===== config.mk =====
export PLATFORM = sky130hd
export DESIGN_NAME = fifo_recent_id_window_flat
export DESIGN_NICKNAME = d
export VERILOG_FILES = /design/src/frid_pkg.sv /design/src/frid_item_if.sv /design/src/frid_ctrl.sv /design/src/frid_datapath.sv /design/src/fifo_recent_id_window.sv /design/src/flat_wrapper.sv
export SDC_FILE = /design/constraint.sdc
export NUM_CORES = 1
export LEC_CHECK = 0
export BUFFER_PORTS_ARGS = -buffer_cell sky130_fd_sc_hd__buf_2
export CAP_MARGIN = 20
export CORE_MARGIN = 2
export CORE_UTILIZATION = 45
export CTS_CLUSTER_SIZE = 30
export DETAILED_ROUTE_END_ITERATION = 8
export GPL_TIMING_DRIVEN = 1
export PLACE_DENSITY = 0.72
export SYNTH_ARGS = -nofsm -noshare
export SYNTH_HDL_FRONTEND = slang
export SYNTH_SLANG_ARGS = --single-unit
export TNS_END_PERCENT = 5

===== constraint.sdc =====
create_clock -name i_clk -period 10.2 [get_ports i_clk]
set_clock_uncertainty 0.15 [all_clocks]
set_input_delay 1.02 -clock i_clk [delete_from_list [all_inputs] [get_ports i_clk]]
set_output_delay 1.02 -clock i_clk [all_outputs]
set_load 0.01 [all_outputs]

===== src/frid_pkg.sv =====
// Package: shared constants and types for the recent identifier window.
`timescale 1ns / 1ps
package frid_pkg;

    localparam int SLOT_COUNT = 16;
    localparam int SLOT_BITS  = $clog2(SLOT_COUNT);
    localparam int COUNT_BITS = $clog2(SLOT_COUNT + 1);
    localparam int IDENT_BITS = 32;
    localparam int CMD_BITS   = 2;

    localparam logic [CMD_BITS-1:0] CMD_INSERT = 2'd0;
    localparam logic [CMD_BITS-1:0] CMD_LIST   = 2'd1;
    localparam logic [CMD_BITS-1:0] CMD_CLEAR  = 2'd2;

    typedef struct packed {
        logic in_ready;
        logic accept;
        logic list_step;
    } t_ctrl_cmd;

    typedef struct packed {
        logic in_valid;
        logic list_req;
        logic load_ok;
        logic list_final;
    } t_dp_status;

endpackage


===== src/frid_item_if.sv =====
// Interfaces: input beat channel and result beat channel.
`timescale 1ns / 1ps
interface frid_item_if;
    logic                            valid;
    logic                            ready;
    logic [frid_pkg::CMD_BITS-1:0]   command;
    logic [frid_pkg::IDENT_BITS-1:0] ident;

    modport source (output valid, output command, output ident, input ready);
    modport sink   (input valid, input command, input ident, output ready);
endinterface

interface frid_result_if;
    logic                            valid;
    logic                            ready;
    logic                            hit;
    logic                            evicted_valid;
    logic [frid_pkg::IDENT_BITS-1:0] evicted_ident;
    logic                            list_valid;
    logic [frid_pkg::IDENT_BITS-1:0] listed_ident;
    logic [frid_pkg::COUNT_BITS-1:0] held_count;
    logic                            last;

    modport source (output valid, output hit, output evicted_valid, output evicted_ident,
                    output list_valid, output listed_ident, output held_count,
                    output last, input ready);
    modport sink   (input valid, input hit, input evicted_valid, input evicted_ident,
                    input list_valid, input listed_ident, input held_count,
                    input last, output ready);
endinterface


===== src/frid_ctrl.sv =====
// Controller: sequences beat acceptance and list emission.
`timescale 1ns / 1ps
module frid_ctrl (
    input  logic                 i_clk,
    input  logic                 i_rst_n,
    input  frid_pkg::t_dp_status i_status,
    output frid_pkg::t_ctrl_cmd  o_cmd
);

    localparam logic ST_IDLE = 1'b0;
    localparam logic ST_LIST = 1'b1;

    logic r_state;
    logic n_state;

    always_comb begin
        n_state         = r_state;
        o_cmd.in_ready  = 1'b0;
        o_cmd.accept    = 1'b0;
        o_cmd.list_step = 1'b0;
        unique case (r_state)
            ST_IDLE: begin
                o_cmd.in_ready = i_status.load_ok;
                o_cmd.accept   = i_status.load_ok && i_status.in_valid;
                if (o_cmd.accept && i_status.list_req) begin
                    n_state = ST_LIST;
                end
            end
            ST_LIST: begin
                o_cmd.list_step = i_status.load_ok;
                if (i_status.load_ok && i_status.list_final) begin
                    n_state = ST_IDLE;
                end
            end
            default: n_state = ST_IDLE;
        endcase
    end

    always_ff @(posedge i_clk) begin
        if (!i_rst_n) begin
            r_state <= ST_IDLE;
        end else begin
            r_state <= n_state;
        end
    end

endmodule


===== src/frid_datapath.sv =====
// Datapath: slot registers, parallel match, ring pointers and result register.
`timescale 1ns / 1ps
module frid_datapath (
    input  logic                                i_clk,
    input  logic                                i_rst_n,
    input  logic                                i_cfg_we,
    input  logic [frid_pkg::COUNT_BITS-1:0]     i_cfg_wdata,
    input  frid_pkg::t_ctrl_cmd                 i_cmd,
    output frid_pkg::t_dp_status                o_status,
    frid_item_if.sink                           i_item,
    frid_result_if.source                       o_result
);

    logic [frid_pkg::IDENT_BITS-1:0] r_slot_ident [frid_pkg::SLOT_COUNT];
    logic [frid_pkg::SLOT_COUNT-1:0] r_slot_valid;
    logic [frid_pkg::SLOT_BITS-1:0]  r_wp;
    logic [frid_pkg::COUNT_BITS-1:0] r_fill;
    logic [frid_pkg::COUNT_BITS-1:0] r_cap_cfg;
    logic [frid_pkg::SLOT_BITS-1:0]  r_lptr;
    logic [frid_pkg::COUNT_BITS-1:0] r_lrem;

    logic                            r_out_valid;
    logic                            r_hit;
    logic                            r_ev_valid;
    logic [frid_pkg::IDENT_BITS-1:0] r_ev_ident;
    logic                            r_list_valid;
    logic [frid_pkg::IDENT_BITS-1:0] r_listed_ident;
    logic [frid_pkg::COUNT_BITS-1:0] r_held;
    logic                            r_last;

    logic [frid_pkg::COUNT_BITS-1:0] cap;
    logic [frid_pkg::COUNT_BITS-1:0] cap_m1;
    logic [frid_pkg::COUNT_BITS-1:0] wp_inc;
    logic [frid_pkg::SLOT_BITS-1:0]  n_wp;
    logic [frid_pkg::SLOT_BITS-1:0]  lptr_start;
    logic [frid_pkg::SLOT_BITS-1:0]  lptr_dec;
    logic [frid_pkg::SLOT_BITS-1:0]  rd_addr;
    logic [frid_pkg::IDENT_BITS-1:0] rd_data;
    logic                            match;
    logic                            full;
    logic                            load_ok;
    logic                            taken;

    always_comb begin
        if (r_cap_cfg == '0) begin
            cap = frid_pkg::COUNT_BITS'(1);
        end else if (r_cap_cfg > frid_pkg::COUNT_BITS'(frid_pkg::SLOT_COUNT)) begin
            cap = frid_pkg::COUNT_BITS'(frid_pkg::SLOT_COUNT);
        end else begin
            cap = r_cap_cfg;
        end
    end

    assign cap_m1     = cap - frid_pkg::COUNT_BITS'(1);
    assign wp_inc     = {1'b0, r_wp} + frid_pkg::COUNT_BITS'(1);
    assign n_wp       = (wp_inc == cap) ? '0 : wp_inc[frid_pkg::SLOT_BITS-1:0];
    assign lptr_start = (r_wp == '0) ? cap_m1[frid_pkg::SLOT_BITS-1:0]
                                     : r_wp - frid_pkg::SLOT_BITS'(1);
    assign lptr_dec   = (r_lptr == '0) ? cap_m1[frid_pkg::SLOT_BITS-1:0]
                                       : r_lptr - frid_pkg::SLOT_BITS'(1);
    assign full       = (r_fill == cap);
    assign rd_addr    = i_cmd.list_step ? r_lptr : r_wp;
    assign rd_data    = r_slot_ident[rd_addr];

    always_comb begin
        match = 1'b0;
        for (int i = 0; i < frid_pkg::SLOT_COUNT; i++) begin
            match = match | (r_slot_valid[i] && (r_slot_ident[i] == i_item.ident));
        end
    end

    assign load_ok = !r_out_valid || o_result.ready;
    assign taken   = r_out_valid && o_result.ready;

    assign o_status.in_valid   = i_item.valid;
    assign o_status.list_req   = (i_item.command == frid_pkg::CMD_LIST) && (r_fill != '0);
    assign o_status.load_ok    = load_ok;
    assign o_status.list_final = (r_lrem == frid_pkg::COUNT_BITS'(1));

    assign i_item.ready = i_cmd.in_ready;

    // window state
    always_ff @(posedge i_clk) begin
        if (!i_rst_n) begin
            r_slot_valid <= '0;
            r_wp         <= '0;
            r_fill       <= '0;
            r_cap_cfg    <= frid_pkg::COUNT_BITS'(frid_pkg::SLOT_COUNT);
            r_lptr       <= '0;
            r_lrem       <= '0;
        end else if (i_cfg_we) begin
            r_cap_cfg    <= i_cfg_wdata;
            r_slot_valid <= '0;
            r_wp         <= '0;
            r_fill       <= '0;
        end else if (i_cmd.accept) begin
            unique case (i_item.command)
                frid_pkg::CMD_INSERT: begin
                    if (!match) begin
                        r_slot_valid[r_wp] <= 1'b1;
                        r_wp               <= n_wp;
                        if (!full) begin
                            r_fill <= r_fill + frid_pkg::COUNT_BITS'(1);
                        end
                    end
                end
                frid_pkg::CMD_LIST: begin
                    r_lptr <= lptr_start;
                    r_lrem <= r_fill;
                end
                frid_pkg::CMD_CLEAR: begin
                    r_slot_valid <= '0;
                    r_wp         <= '0;
                    r_fill       <= '0;
                end
                default: ;
            endcase
        end else if (i_cmd.list_step) begin
            r_lptr <= lptr_dec;
            r_lrem <= r_lrem - frid_pkg::COUNT_BITS'(1);
        end
    end

    always_ff @(posedge i_clk) begin
        if (i_cmd.accept && (i_item.command == frid_pkg::CMD_INSERT) && !match) begin
            r_slot_ident[r_wp] <= i_item.ident;
        end
    end

    // result register
    always_ff @(posedge i_clk) begin
        if (!i_rst_n) begin
            r_out_valid <= 1'b0;
        end else if ((i_cmd.accept && !o_status.list_req) || i_cmd.list_step) begin
            r_out_valid <= 1'b1;
        end else if (taken) begin
            r_out_valid <= 1'b0;
        end
    end

    always_ff @(posedge i_clk) begin
        if (i_cmd.list_step) begin
            r_hit          <= 1'b0;
            r_ev_valid     <= 1'b0;
            r_ev_ident     <= '0;
            r_list_valid   <= 1'b1;
            r_listed_ident <= rd_data;
            r_held         <= r_fill;
            r_last         <= o_status.list_final;
        end else if (i_cmd.accept) begin
            r_hit          <= 1'b0;
            r_ev_valid     <= 1'b0;
            r_ev_ident     <= '0;
            r_list_valid   <= 1'b0;
            r_listed_ident <= '0;
            r_held         <= r_fill;
            r_last         <= 1'b1;
            unique case (i_item.command)
                frid_pkg::CMD_INSERT: begin
                    if (match) begin
                        r_hit <= 1'b1;
                    end else if (full) begin
                        r_ev_valid <= 1'b1;
                        r_ev_ident <= rd_data;
                    end else begin
                        r_held <= r_fill + frid_pkg::COUNT_BITS'(1);
                    end
                end
                frid_pkg::CMD_CLEAR: r_held <= '0;
                default: ;
            endcase
        end
    end

    assign o_result.valid         = r_out_valid;
    assign o_result.hit           = r_hit;
    assign o_result.evicted_valid = r_ev_valid;
    assign o_result.evicted_ident = r_ev_ident;
    assign o_result.list_valid    = r_list_valid;
    assign o_result.listed_ident  = r_listed_ident;
    assign o_result.held_count    = r_held;
    assign o_result.last          = r_last;

endmodule


===== src/fifo_recent_id_window.sv =====
// Top level: recent identifier window with first-in-first-out replacement.
`timescale 1ns / 1ps
// An insert, clear or idle-code beat produces one result beat; the identifier
// is matched against all sixteen slots in parallel in the accept cycle, so
// inserts can follow each other every cycle while results are taken. A list
// beat of a non-empty window occupies the block: it is accepted, then one
// result beat is given per identifier read from the slot register file,
// newest first; no input beat is taken meanwhile.
// Writing the capacity register empties the window.
module fifo_recent_id_window (
    input  logic                                i_clk,
    input  logic                                i_rst_n,
    input  logic                                i_cfg_we,
    input  logic [frid_pkg::COUNT_BITS-1:0]     i_cfg_wdata,
    frid_item_if.sink                           i_item,
    frid_result_if.source                       o_result
);

    frid_pkg::t_ctrl_cmd  cmd;
    frid_pkg::t_dp_status status;

    frid_ctrl u_ctrl (
        .i_clk    (i_clk),
        .i_rst_n  (i_rst_n),
        .i_status (status),
        .o_cmd    (cmd)
    );

    frid_datapath u_datapath (
        .i_clk       (i_clk),
        .i_rst_n     (i_rst_n),
        .i_cfg_we    (i_cfg_we),
        .i_cfg_wdata (i_cfg_wdata),
        .i_cmd       (cmd),
        .o_status    (status),
        .i_item      (i_item),
        .o_result    (o_result)
    );

endmodule


===== src/flat_wrapper.sv =====
// flat-port wrapper written by rule: the top's interface ports become plain ports
module fifo_recent_id_window_flat 
  (i_clk, i_rst_n, i_cfg_we, i_cfg_wdata, i_item_valid, i_item_command, i_item_ident, i_item_ready, o_result_valid, o_result_hit, o_result_evicted_valid, o_result_evicted_ident, o_result_list_valid, o_result_listed_ident, o_result_held_count, o_result_last, o_result_ready);
  frid_item_if i_item_i ();
  frid_result_if o_result_i ();
  input  logic i_clk;
  input  logic i_rst_n;
  input  logic i_cfg_we;
  input  logic [frid_pkg::COUNT_BITS-1:0] i_cfg_wdata;
  input wire logic [$bits(i_item_i.valid)-1:0] i_item_valid;
  input wire logic [$bits(i_item_i.command)-1:0] i_item_command;
  input wire logic [$bits(i_item_i.ident)-1:0] i_item_ident;
  output wire logic [$bits(i_item_i.ready)-1:0] i_item_ready;
  output wire logic [$bits(o_result_i.valid)-1:0] o_result_valid;
  output wire logic [$bits(o_result_i.hit)-1:0] o_result_hit;
  output wire logic [$bits(o_result_i.evicted_valid)-1:0] o_result_evicted_valid;
  output wire logic [$bits(o_result_i.evicted_ident)-1:0] o_result_evicted_ident;
  output wire logic [$bits(o_result_i.list_valid)-1:0] o_result_list_valid;
  output wire logic [$bits(o_result_i.listed_ident)-1:0] o_result_listed_ident;
  output wire logic [$bits(o_result_i.held_count)-1:0] o_result_held_count;
  output wire logic [$bits(o_result_i.last)-1:0] o_result_last;
  input wire logic [$bits(o_result_i.ready)-1:0] o_result_ready;
  assign i_item_i.valid = i_item_valid;
  assign i_item_i.command = i_item_command;
  assign i_item_i.ident = i_item_ident;
  assign i_item_ready = i_item_i.ready;
  assign o_result_valid = o_result_i.valid;
  assign o_result_hit = o_result_i.hit;
  assign o_result_evicted_valid = o_result_i.evicted_valid;
  assign o_result_evicted_ident = o_result_i.evicted_ident;
  assign o_result_list_valid = o_result_i.list_valid;
  assign o_result_listed_ident = o_result_i.listed_ident;
  assign o_result_held_count = o_result_i.held_count;
  assign o_result_last = o_result_i.last;
  assign o_result_i.ready = o_result_ready;
  fifo_recent_id_window u_core (.i_clk(i_clk), .i_rst_n(i_rst_n), .i_cfg_we(i_cfg_we), .i_cfg_wdata(i_cfg_wdata), .i_item(i_item_i), .o_result(o_result_i));
endmodule

==> results.cfg, run 1 <==
[status]
status = finished, final reports clean

[timing]
fin_crit_ns = 5.70
finalHoldViolCount = 0
setup_violations = 0
max_slew_margin_pct = 24.6
rsz0062_at_grt = false
final_max_slew_viol_count = 0
finalCritPeriodShare_pct = 55.9
tightest_slew_ns = 1.12
clock.fmax_mhz = 175
holdWs_ns = 0.294
final.setup.tns_ns = 0

[worst_setup_path]
worst_r2r_endpoint = u_core.u_datapath.o_result.listed_ident[10]
r2r_slack_ns = 5.10
slowest_stage = nor2_1
setup.worst_path.end = u_core.u_datapath.r_slot_ident[2][25]
worstRegToRegCells = 10
critical_path_class = in -> reg
critPathLaunchType = primary input
critPathTopFamily = simple AND/OR/NAND/NOR gates
cp-startpoint = i_item_ident[29]
critical_path.cell_chain = buf_2 > xor2_1 > nor3_1 > nand3_1 > nor4_1 > or4_1 > or4_4 > nor2_1 > and3_1 > buf_4
worstPathBufferInverterCount = 2
cp_max_fo = 33
cp.depth = 10
endpoint_kind = flip-flop
cp.arrival_ns = 5.83
required_ns = 10.33
r2r-start = u_core.u_datapath.o_result.valid
slowest_delay_ns = 0.75

[cts]
cts_hold_buf = 0
cts_resized = 0
clkSinkCount = 626
cts_setup_buffers = 0
cts_tree = yes
clk_pin_slew_ns = 0.05
clk_path_buf_depth = 3
worstSkewPairLatency_ns = 0.64
cts-htree-levels = 3
cts-root-buf = clkbuf_16
numCtsBuffers = 71

[logic_synthesis]
synth_top_area_cell = edfxtp_1
async_reset_ff_share_pct = 0
syn-instance-count = 2108
synth.yosys.seq_area_share_pct = 58.3
syn-mean-instance-area_um2 = 14.7
syn_nets = 2162
yosysUniqueCellTypes = 68
synth_seq_cells = 626
synth_top_area_share_pct = 53.4
synth_edf_count = 550
yosysWarnings = 0
synth_area_leaders = edfxtp_1 (53%), xor2_1 (11%), mux4_2 (9.3%)
synthFlopType = edfxtp_1
synth_area_mm2 = 0.0309

[global_routing]
grt_max_degree = 90
grt_pass1_wl_um = 141000
grt.total_usage_pct = 27.9
grt_pass1_vias = 19400
grt_overflow = 0
grt_antenna_before_repair = 3

[floorplan]
pin_count = 119
die_h_um = 266
die_area_mm2 = 0.0709
core_area_mm2 = 0.0683
die_x_um = 266
start_util_pct = 45.3
row_count = 96

[power]
cellLeakagePower_uw = 0.0117
ir_drop_mv = 0.104
power.density_mw_per_mm2 = 168

[placed_design]
gp_congestion = 1.07
hpwl_um = 68900
io_buffers = 118

[cells_and_area]
final-seq-area_mm2 = 0.0180
drive_gt1_share_pct = 17.7
nets = 2239
area_growth_pct = 10.0
multiInputGateArea_mm2 = 0.0117
fillCellCount = 5693

[flow_run]
cap_violations = 0

[detailed_routing]
vias = 19900
drc = 0
drt_first_iter_violations = 2882
wl_um = 99700
detail-route-antenna-nets = 0
viasPerCell = 6.38
avgRoutedWirePerCell_um = 31.9
firstDrtPassIters = 6

[min_path]
hold_path.class = reg -> reg
Yosys cell counts, types with 26 or more instances:
library cell,number
nand2_1,117
nand3_1,31
mux4_2,128
dfxtp_1,76
nor2_1,26
clkbuf_1,58
xor2_1,392
a31oi_1,40
nand4_1,41
and2_1,65
a22o_1,32
nor4_1,97
xnor2_1,124
buf_6,30
a211oi_1,34
edfxtp_1,550
cells by family (layout without fill, tap and decap cells):
family	after synthesis	after routing	share of synthesized area, %
buffers and inverters	161	291	4.12
other	0	1	0
adders and majority gates	10	10	0.404
DFF	626	626	58.3
AOI/OAI and AO/OA	185	185	4.43
muxes	138	138	9.64
xor gates and xnor gates	518	518	14.7
and+or+nand+nor	470	470	8.36
power by group:
part / leakage (uW) / switching, uW / total, uW / internal (uW)
clock network: 0.00111 / 1040 / 2530 / 1490
registers: 0.00560 / 12.3 / 2810 / 2800
logic: 0.00498 / 246 / 353 / 107
per-stage QoR:
stage / power, uW / setup slack (ns) / area (um^2) / instances / util [%]
2_1_floorplan: 3100 / 4.39 / 30900 / 2108 / -
3_3_place_gp: 3210 / 4.23 / 31700 / 2991 / 46.4
3_5_place_dp: 3210 / 4.05 / 31700 / 2991 / 46.4
4_1_cts: 5720 / 4.68 / 34000 / 3117 / 49.8
5_1_grt: 5830 / 4.43 / 34000 / 3121 / 49.8
6_report: 5700 / 4.50 / 34000 / 3121 / 49.8
sequential cells by signal, summed over array words and instances (netlist names):
name                                      count
u_core.u_datapath.o_result.listed_ident      32
u_core.u_datapath.o_result.evicted_ident     32
u_core.u_datapath.r_lrem                      5
u_core.u_datapath.r_fill                      5
u_core.u_datapath.o_result.held_count         5
u_core.u_ctrl.r_state                         1
u_core.u_datapath.o_result.hit                1
u_core.u_datapath.r_cap_cfg                   5
u_core.u_datapath.r_wp                        4
u_core.u_datapath.r_slot_ident              512
u_core.u_datapath.r_slot_valid               16
u_core.u_datapath.o_result.last               1
u_core.u_datapath.o_result.valid              1
u_core.u_datapath.o_result.list_valid         1
u_core.u_datapath.o_result.evicted_valid      1
u_core.u_datapath.r_lptr                      4
cells in the final DEF (no fill, tap or decap), types with 64 or more instances in the layout:
cell type / n
mux4_2: 128
dfxtp_1: 76
xor2_1: 392
and2_1: 64
edfxtp_1: 550
buf_2: 118
nor4_1: 97
xnor2_1: 124
clkbuf_16: 76
nand2_1: 116
layer usage:
metal  GRT usage [%]  wire length (um)
met5               0                25
met4            16.5              6710
met3            6.46             11100
met2            42.9             45300
met1            36.3             36500
cell type report:
| cell class | instances | share of cell area (%) |
|---|---|---|
| flip-flops and latches | 626 | 53.0 |
| multi-input cells | 1321 | 34.4 |
| clock buffers | 106 | 6.12 |
| well taps | 882 | 3.24 |
| repair buffers | 150 | 2.51 |
| clock inverters | 20 | 0.577 |
| inverters | 15 | 0.165 |
| diodes | 1 | 0.00735 |
tightest hold or removal path, cell delays in order (launching register included):
cell and delay (ns):
dfxtp_1 0.31, nand2_1 0.05, nand2_1 0.04
worst min-delay path by stage:
| stage | from | endpoint | slack, ns | cells past startpoint |
|---|---|---|---|---|
| floorplan | u_core.u_datapath.r_slot_valid[6] | u_core.u_datapath.r_slot_valid[6] | 0.28 | 1 |
| global placement | u_core.u_datapath.o_result.evicted_valid | u_core.u_datapath.o_result.evicted_valid | 0.28 | 1 |
| detailed placement | u_core.u_datapath.o_result.list_valid | u_core.u_datapath.o_result.list_valid | 0.29 | 2 |
| CTS | u_core.u_datapath.o_result.list_valid | u_core.u_datapath.o_result.list_valid | 0.30 | 2 |
| global route | u_core.u_datapath.o_result.list_valid | u_core.u_datapath.o_result.list_valid | 0.32 | 2 |
| finish | u_core.u_datapath.o_result.list_valid | u_core.u_datapath.o_result.list_valid | 0.29 | 2 |
(Power assumes the default switching activity.)
==> run 2, diff against run 1 <==
--- a/config.mk
+++ b/config.mk
@@ -12,7 +12,7 @@
 export CTS_CLUSTER_SIZE = 30
 export DETAILED_ROUTE_END_ITERATION = 8
 export GPL_TIMING_DRIVEN = 1
-export PLACE_DENSITY = 0.72
+export PLACE_DENSITY = 0.74
 export SYNTH_ARGS = -nofsm -noshare
 export SYNTH_HDL_FRONTEND = slang
 export SYNTH_SLANG_ARGS = --single-unit
==> constraint.sdc (replaced) <==
create_clock -name i_clk -period 5.2 [get_ports i_clk]
set_clock_uncertainty 0.15 [all_clocks]
set_input_delay 0.52 -clock i_clk [delete_from_list [all_inputs] [get_ports i_clk]]
set_output_delay 0.52 -clock i_clk [all_outputs]
set_load 0.01 [all_outputs]
==> run 2 against run 1 <==
Against the previous run:
- die area stayed put
- core utilization is 1.2 points higher
- power up 98%
- cell area is 2.3% higher
- first-iteration DRC count up 2.9%
- critical endpoint is now u_core.u_datapath.r_slot_ident[14][17]
- setup slack got worse by 3.5 ns
- clock power increased by 99%
- sequential cell count unchanged
- count of clock-buffer cells in the layout is 12 lower
- hold slack got worse by 0.27 ns
- largest cell class unchanged
- sequential power rose by 96%
==> results.cfg, run 2 (same netlist as run 1, synthesis figures left out) <==
[status]
status = finished, final reports clean

[global_routing]
grt_max_degree = 74
grt_antenna_before_repair = 4
grt_pass1_vias = 19800
grt_pass1_wl_um = 138000
grt_overflow = 0
grt.total_usage_pct = 27.0

[worst_setup_path]
r2r-start = u_core.u_datapath.r_slot_ident[9][30]
cp_max_fo = 32
cp-startpoint = i_item_ident[8]
endpoint_kind = flip-flop
r2r_slack_ns = 1.09
slowest_stage = and3_2
required_ns = 5.28
cp.arrival_ns = 4.29
critPathLaunchType = primary input
critical_path_class = in -> reg
critical_path.cell_chain = buf_2 > xor2_1 > nor4_1 > nand3_1 > nor4_1 > or4_1 > or4_4 > nor2_1 > buf_4 > and3_2
crit_top_cell = nor4_1
setup.worst_path.end = u_core.u_datapath.r_slot_ident[14][17]
slowest_delay_ns = 0.82
worst_r2r_endpoint = u_core.u_datapath.r_slot_ident[14][17]
worstRegToRegCells = 9

[cts]
numCtsBuffers = 70
cts-root-buf = clkbuf_16
clkSinkCount = 626
clk_pin_slew_ns = 0.06
cts_tree = yes
cts_hold_buf = 4
worstSkewPairLatency_ns = 0.62
clk_path_buf_depth = 3
cts-htree-levels = 3
cts_setup_buffers = 0
cts_resized = 0

[floorplan]
die_h_um = 266
core_area_mm2 = 0.0683
row_count = 96
die_x_um = 266
start_util_pct = 45.3
die_area_mm2 = 0.0709
pin_count = 119

[flow_run]
cap_violations = 0

[cells_and_area]
drive_gt1_share_pct = 20.6
nets = 2320
final_area_mm2 = 0.0348
mostFrequentLayoutCell = edfxtp_1
multiInputGateArea_mm2 = 0.0117
area_growth_pct = 12.6
fillCellCount = 5511
largest_register_ffs = 512
top_register = u_core.u_datapath.r_slot_ident
final-seq-area_mm2 = 0.0180
most-common-layout-cells = edfxtp_1 (550), xor2_1 (392), mux4_2 (128), xnor2_1 (124), buf_2 (119)

[power]
total_power_uw = 11300
power.density_mw_per_mm2 = 324
ir_drop_mv = 0.184
cellLeakagePower_uw = 0.0122

[placed_design]
place_area_mm2 = 0.0325
gp_congestion = 1.07
pre_cts_ws_ns = 0.470
io_buffers = 118
hpwl_um = 68500

[timing]
holdWs_ns = 0.0259
finalCritPeriodShare_pct = 81.0
finalHoldViolCount = 0
fin_crit_ns = 4.21
tightest_slew_ns = 1.04
fin_ws_ns = 0.989
setup_violations = 0
final_max_slew_viol_count = 0
rsz0062_at_grt = false
final.setup.tns_ns = 0
clock.fmax_mhz = 238
max_slew_margin_pct = 30.3

[detailed_routing]
wl_um = 96700
viasPerCell = 6.32
drc = 0
vias = 20300
firstDrtPassIters = 5
drt_first_iter_violations = 2967
avgRoutedWirePerCell_um = 30.2
detail-route-antenna-nets = 0

[min_path]
hp-start = i_cfg_wdata[3]
hold_path.class = in -> reg
-- run 2: cell types whose count changed in the layout (fill, tap and decap cells not counted), sizes merged --
cell	before	now
clkinv	14	23
bufinv	3	7
inv	17	18
clkinvlp	1	2
clkbuf	109	94
dlygate4sd3	0	4
buf	147	228
-- run 2: worst min path at each step --
stage | cells after the start | slack [ns] | to
5_1_grt | 3 | 0.02 | u_core.u_datapath.r_cap_cfg[3]
4_1_cts | 3 | 0.003 | u_core.u_datapath.r_cap_cfg[3]
6_report | 3 | 0.03 | u_core.u_datapath.r_cap_cfg[3]
3_5_place_dp | 2 | 0.29 | u_core.u_datapath.o_result.list_valid
2_1_floorplan | 1 | 0.28 | u_core.u_datapath.r_slot_valid[6]
3_3_place_gp | 2 | 0.28 | u_core.u_datapath.o_result.list_valid
-- run 2: metal layers --
| layer | vias up | share of wire [%] | global-route usage, % |
|---|---|---|---|
| li1 | 8294 | - | - |
| met1 | 10300 | 37 | 34.8 |
| met2 | 1435 | 47 | 43.0 |
| met3 | 280 | 9.9 | 5.33 |
| met4 | 2 | 6.2 | 14.9 |
| met5 | - | 0.012 | 0 |
-- run 2: stage by stage --
stage | util [%] | cells
floorplan | - | 2108
global placement | 47.4 | 3069
detailed placement | 47.5 | 3070
CTS | 50.9 | 3203
global route | 51.0 | 3205
finish | 51.0 | 3206
-- run 2: layout make-up --
class	instances	share of cell area [%]
sequential	626	51.8
multi-input combinational	1321	33.6
clock buffer	94	5.58
timing repair buffer	232	4.66
tap	882	3.17
clock inverter	35	1.05
inverter	15	0.162
antenna	1	0.00718
-- run 2: report_power, final --
| part | total (uW) | internal, uW | switching, uW |
|---|---|---|---|
| sequential | 5520 | 5490 | 22.6 |
| combinational | 737 | 251 | 486 |
| clock | 5040 | 2980 | 2060 |
-- run 2: critical path, delay by kind of cell --
family | cells | cell delay (ns)
AND/OR/NAND/NOR | 7 | 2.44
buffers and inverters | 2 | 0.83
XOR/XNOR | 1 | 0.43
==> run 3, diff against run 2 <==
--- a/config.mk
+++ b/config.mk
@@ -12,7 +12,7 @@
 export CTS_CLUSTER_SIZE = 30
 export DETAILED_ROUTE_END_ITERATION = 8
 export GPL_TIMING_DRIVEN = 1
-export PLACE_DENSITY = 0.74
+export PLACE_DENSITY = 0.72
 export SYNTH_ARGS = -nofsm -noshare
 export SYNTH_HDL_FRONTEND = slang
 export SYNTH_SLANG_ARGS = --single-unit
==> constraint.sdc (replaced) <==
create_clock -name i_clk -period 4.32 [get_ports i_clk]
set_clock_uncertainty 0.15 [all_clocks]
set_input_delay 0.432 -clock i_clk [delete_from_list [all_inputs] [get_ports i_clk]]
set_output_delay 0.432 -clock i_clk [all_outputs]
set_load 0.01 [all_outputs]
==> run 3 against run 2 <==
Against the previous run:
- register-to-register slack got worse by 0.49 ns
- sequential cell count is the same
- die area stayed put
- setup slack worse by 0.49 ns
- cell count about the same
- core utilization rose by 0.77 points
- routed wire length down 0.82%
- combinational power up 26%
- critical path depth grew 3
- critical path type unchanged
- critical endpoint is now u_core.u_datapath.r_slot_ident[4][17]
==> results.cfg, run 3 (same netlist as run 1, synthesis figures left out) <==
[status]
status = finished, final reports clean

[cells_and_area]
fin_util_pct = 51.7
top_register = u_core.u_datapath.r_slot_ident
mostFrequentLayoutCell = edfxtp_1
drive_gt1_share_pct = 20.8
nets = 2333
fillCellCount = 5555
most-common-layout-cells = edfxtp_1 (550), xor2_1 (392), mux4_2 (128), xnor2_1 (124), buf_2 (118)
largest_register_ffs = 512
area_growth_pct = 14.3
antenna_cells = 0

[global_routing]
grt_pass1_wl_um = 138000
grt_overflow = 0
grt_antenna_before_repair = 2
grt_max_degree = 65
grt.total_usage_pct = 26.9
grt_pass1_vias = 19600

[timing]
clock.fmax_mhz = 262
rsz0062_at_grt = false
finalCritPeriodShare_pct = 88.5
setup_violations = 0
finalHoldViolCount = 0
max_slew_margin_pct = 31.4
tightest_slew_ns = 1.02
final_max_slew_viol_count = 0
fin_crit_ns = 3.82
final.setup.tns_ns = 0

[worst_setup_path]
required_ns = 4.46
endpoint_kind = flip-flop
critPathLaunchType = primary input
cp_max_fo = 32
cp.arrival_ns = 3.96
critical_path_class = in -> reg

[power]
cellLeakagePower_uw = 0.0123
total_power_uw = 13500
power.density_mw_per_mm2 = 383
ir_drop_mv = 0.226

[cts]
clk_path_buf_depth = 3
cts_tree = yes
numCtsBuffers = 66
clkSinkCount = 626
cts_resized = 0
cts-root-buf = clkbuf_16
worstSkewPairLatency_ns = 0.62
cts-htree-levels = 3
clk_pin_slew_ns = 0.06

[placed_design]
gp_congestion = 0.974
io_buffers = 118
hpwl_um = 68100

[floorplan]
start_util_pct = 45.3
die_x_um = 266
die_h_um = 266
pin_count = 119
die_area_mm2 = 0.0709
row_count = 96
core_area_mm2 = 0.0683

[detailed_routing]
viasPerCell = 6.25
vias = 20100
detail-route-antenna-nets = 0
firstDrtPassIters = 5
wl_um = 95900
avgRoutedWirePerCell_um = 29.9
drc = 0
drt_first_iter_violations = 2887

[flow_run]
cap_violations = 0

[min_path]
hold_path.class = in -> reg
==> run 3: changes by cell type in the layout (fill, tap and decap cells not counted), moves of 2 or more <==
cell / previous run / this run
inv_4: 0 / 3
buf_12: 12 / 52
clkinv_2: 8 / 4
clkbuf_1: 16 / 18
buf_4: 96 / 70
dlygate4sd3_1: 4 / 9
clkbuf_16: 72 / 69
clkinv_1: 14 / 4
bufinv_16: 7 / 9
clkbuf_8: 6 / 4
==> run 3: area by class of cell <==
| cell class | instances | area [um^2] | area share, % |
|---|---|---|---|
| timing repair buffer | 249 | 2250 | 6.35 |
| clock inverter | 25 | 370 | 1.05 |
| multi-input combinational | 1321 | 11700 | 33.1 |
| sequential | 626 | 18000 | 51.0 |
| tap | 882 | 1100 | 3.12 |
| clock buffer | 91 | 1850 | 5.23 |
| inverter | 15 | 56.3 | 0.159 |
==> run 3: worst paths after layout <==
check	endpoint	cells after the start	from	slack (ns)
setup reg to reg	u_core.u_datapath.o_result.listed_ident[31]	10	u_core.u_datapath.o_result.valid	0.60
setup / recovery	u_core.u_datapath.r_slot_ident[4][17]	13	i_item_ident[15]	0.50
hold / removal	u_core.u_datapath.r_lrem[0]	3	i_rst_n	0.03
hold reg to reg	u_core.u_datapath.o_result.list_valid	2	u_core.u_datapath.o_result.list_valid	0.29
==> run 3: repair_timing <==
action                                 4_1_cts  5_1_grt
hold buffers                                 9        0
buffers inserted                             0        0
endpoints found under the hold margin       12        0
==> run 3: layer usage <==
metal	up-vias	wire [um]	global-route usage (%)
met3	225	10200	5.35
met2	1307	43900	41.5
met5	-	7	0
met4	2	5210	13.7
met1	10200	36600	36.4
li1	8320	-	-
==> run 3: critical path, stage by stage <==
cell and delay [ns]:
dlygate4sd3_1 0.51, buf_2 0.18, buf_12 0.24, xor2_1 0.26
nor4_1 0.11, nand4_1 0.13, nor3_1 0.12, or4b_1 0.54
or4_4 0.55, nor2_1 0.13, buf_4 0.22, and3_1 0.23
buf_12 0.25
==> run 3: power breakdown <==
part | switching, uW | leakage (uW) | internal (uW) | total (uW)
clock network | 2430 | 0.00108 | 3540 | 5970
logic | 588 | 0.00566 | 336 | 925
registers | 27.1 | 0.00560 | 6610 | 6640
==> run 3: stage by stage <==
stage               cell area [um^2]  instances  setup WS, ns  hold slack (ns)
global route                   35400       3209         0.347           0.0442
floorplan                      30900       2108        0.0704            0.284
finish                         35400       3209         0.497           0.0276
global placement               33100       3084         0.216            0.280
CTS                            35400       3209         0.537           0.0140
detailed placement             33100       3084         0.150            0.282
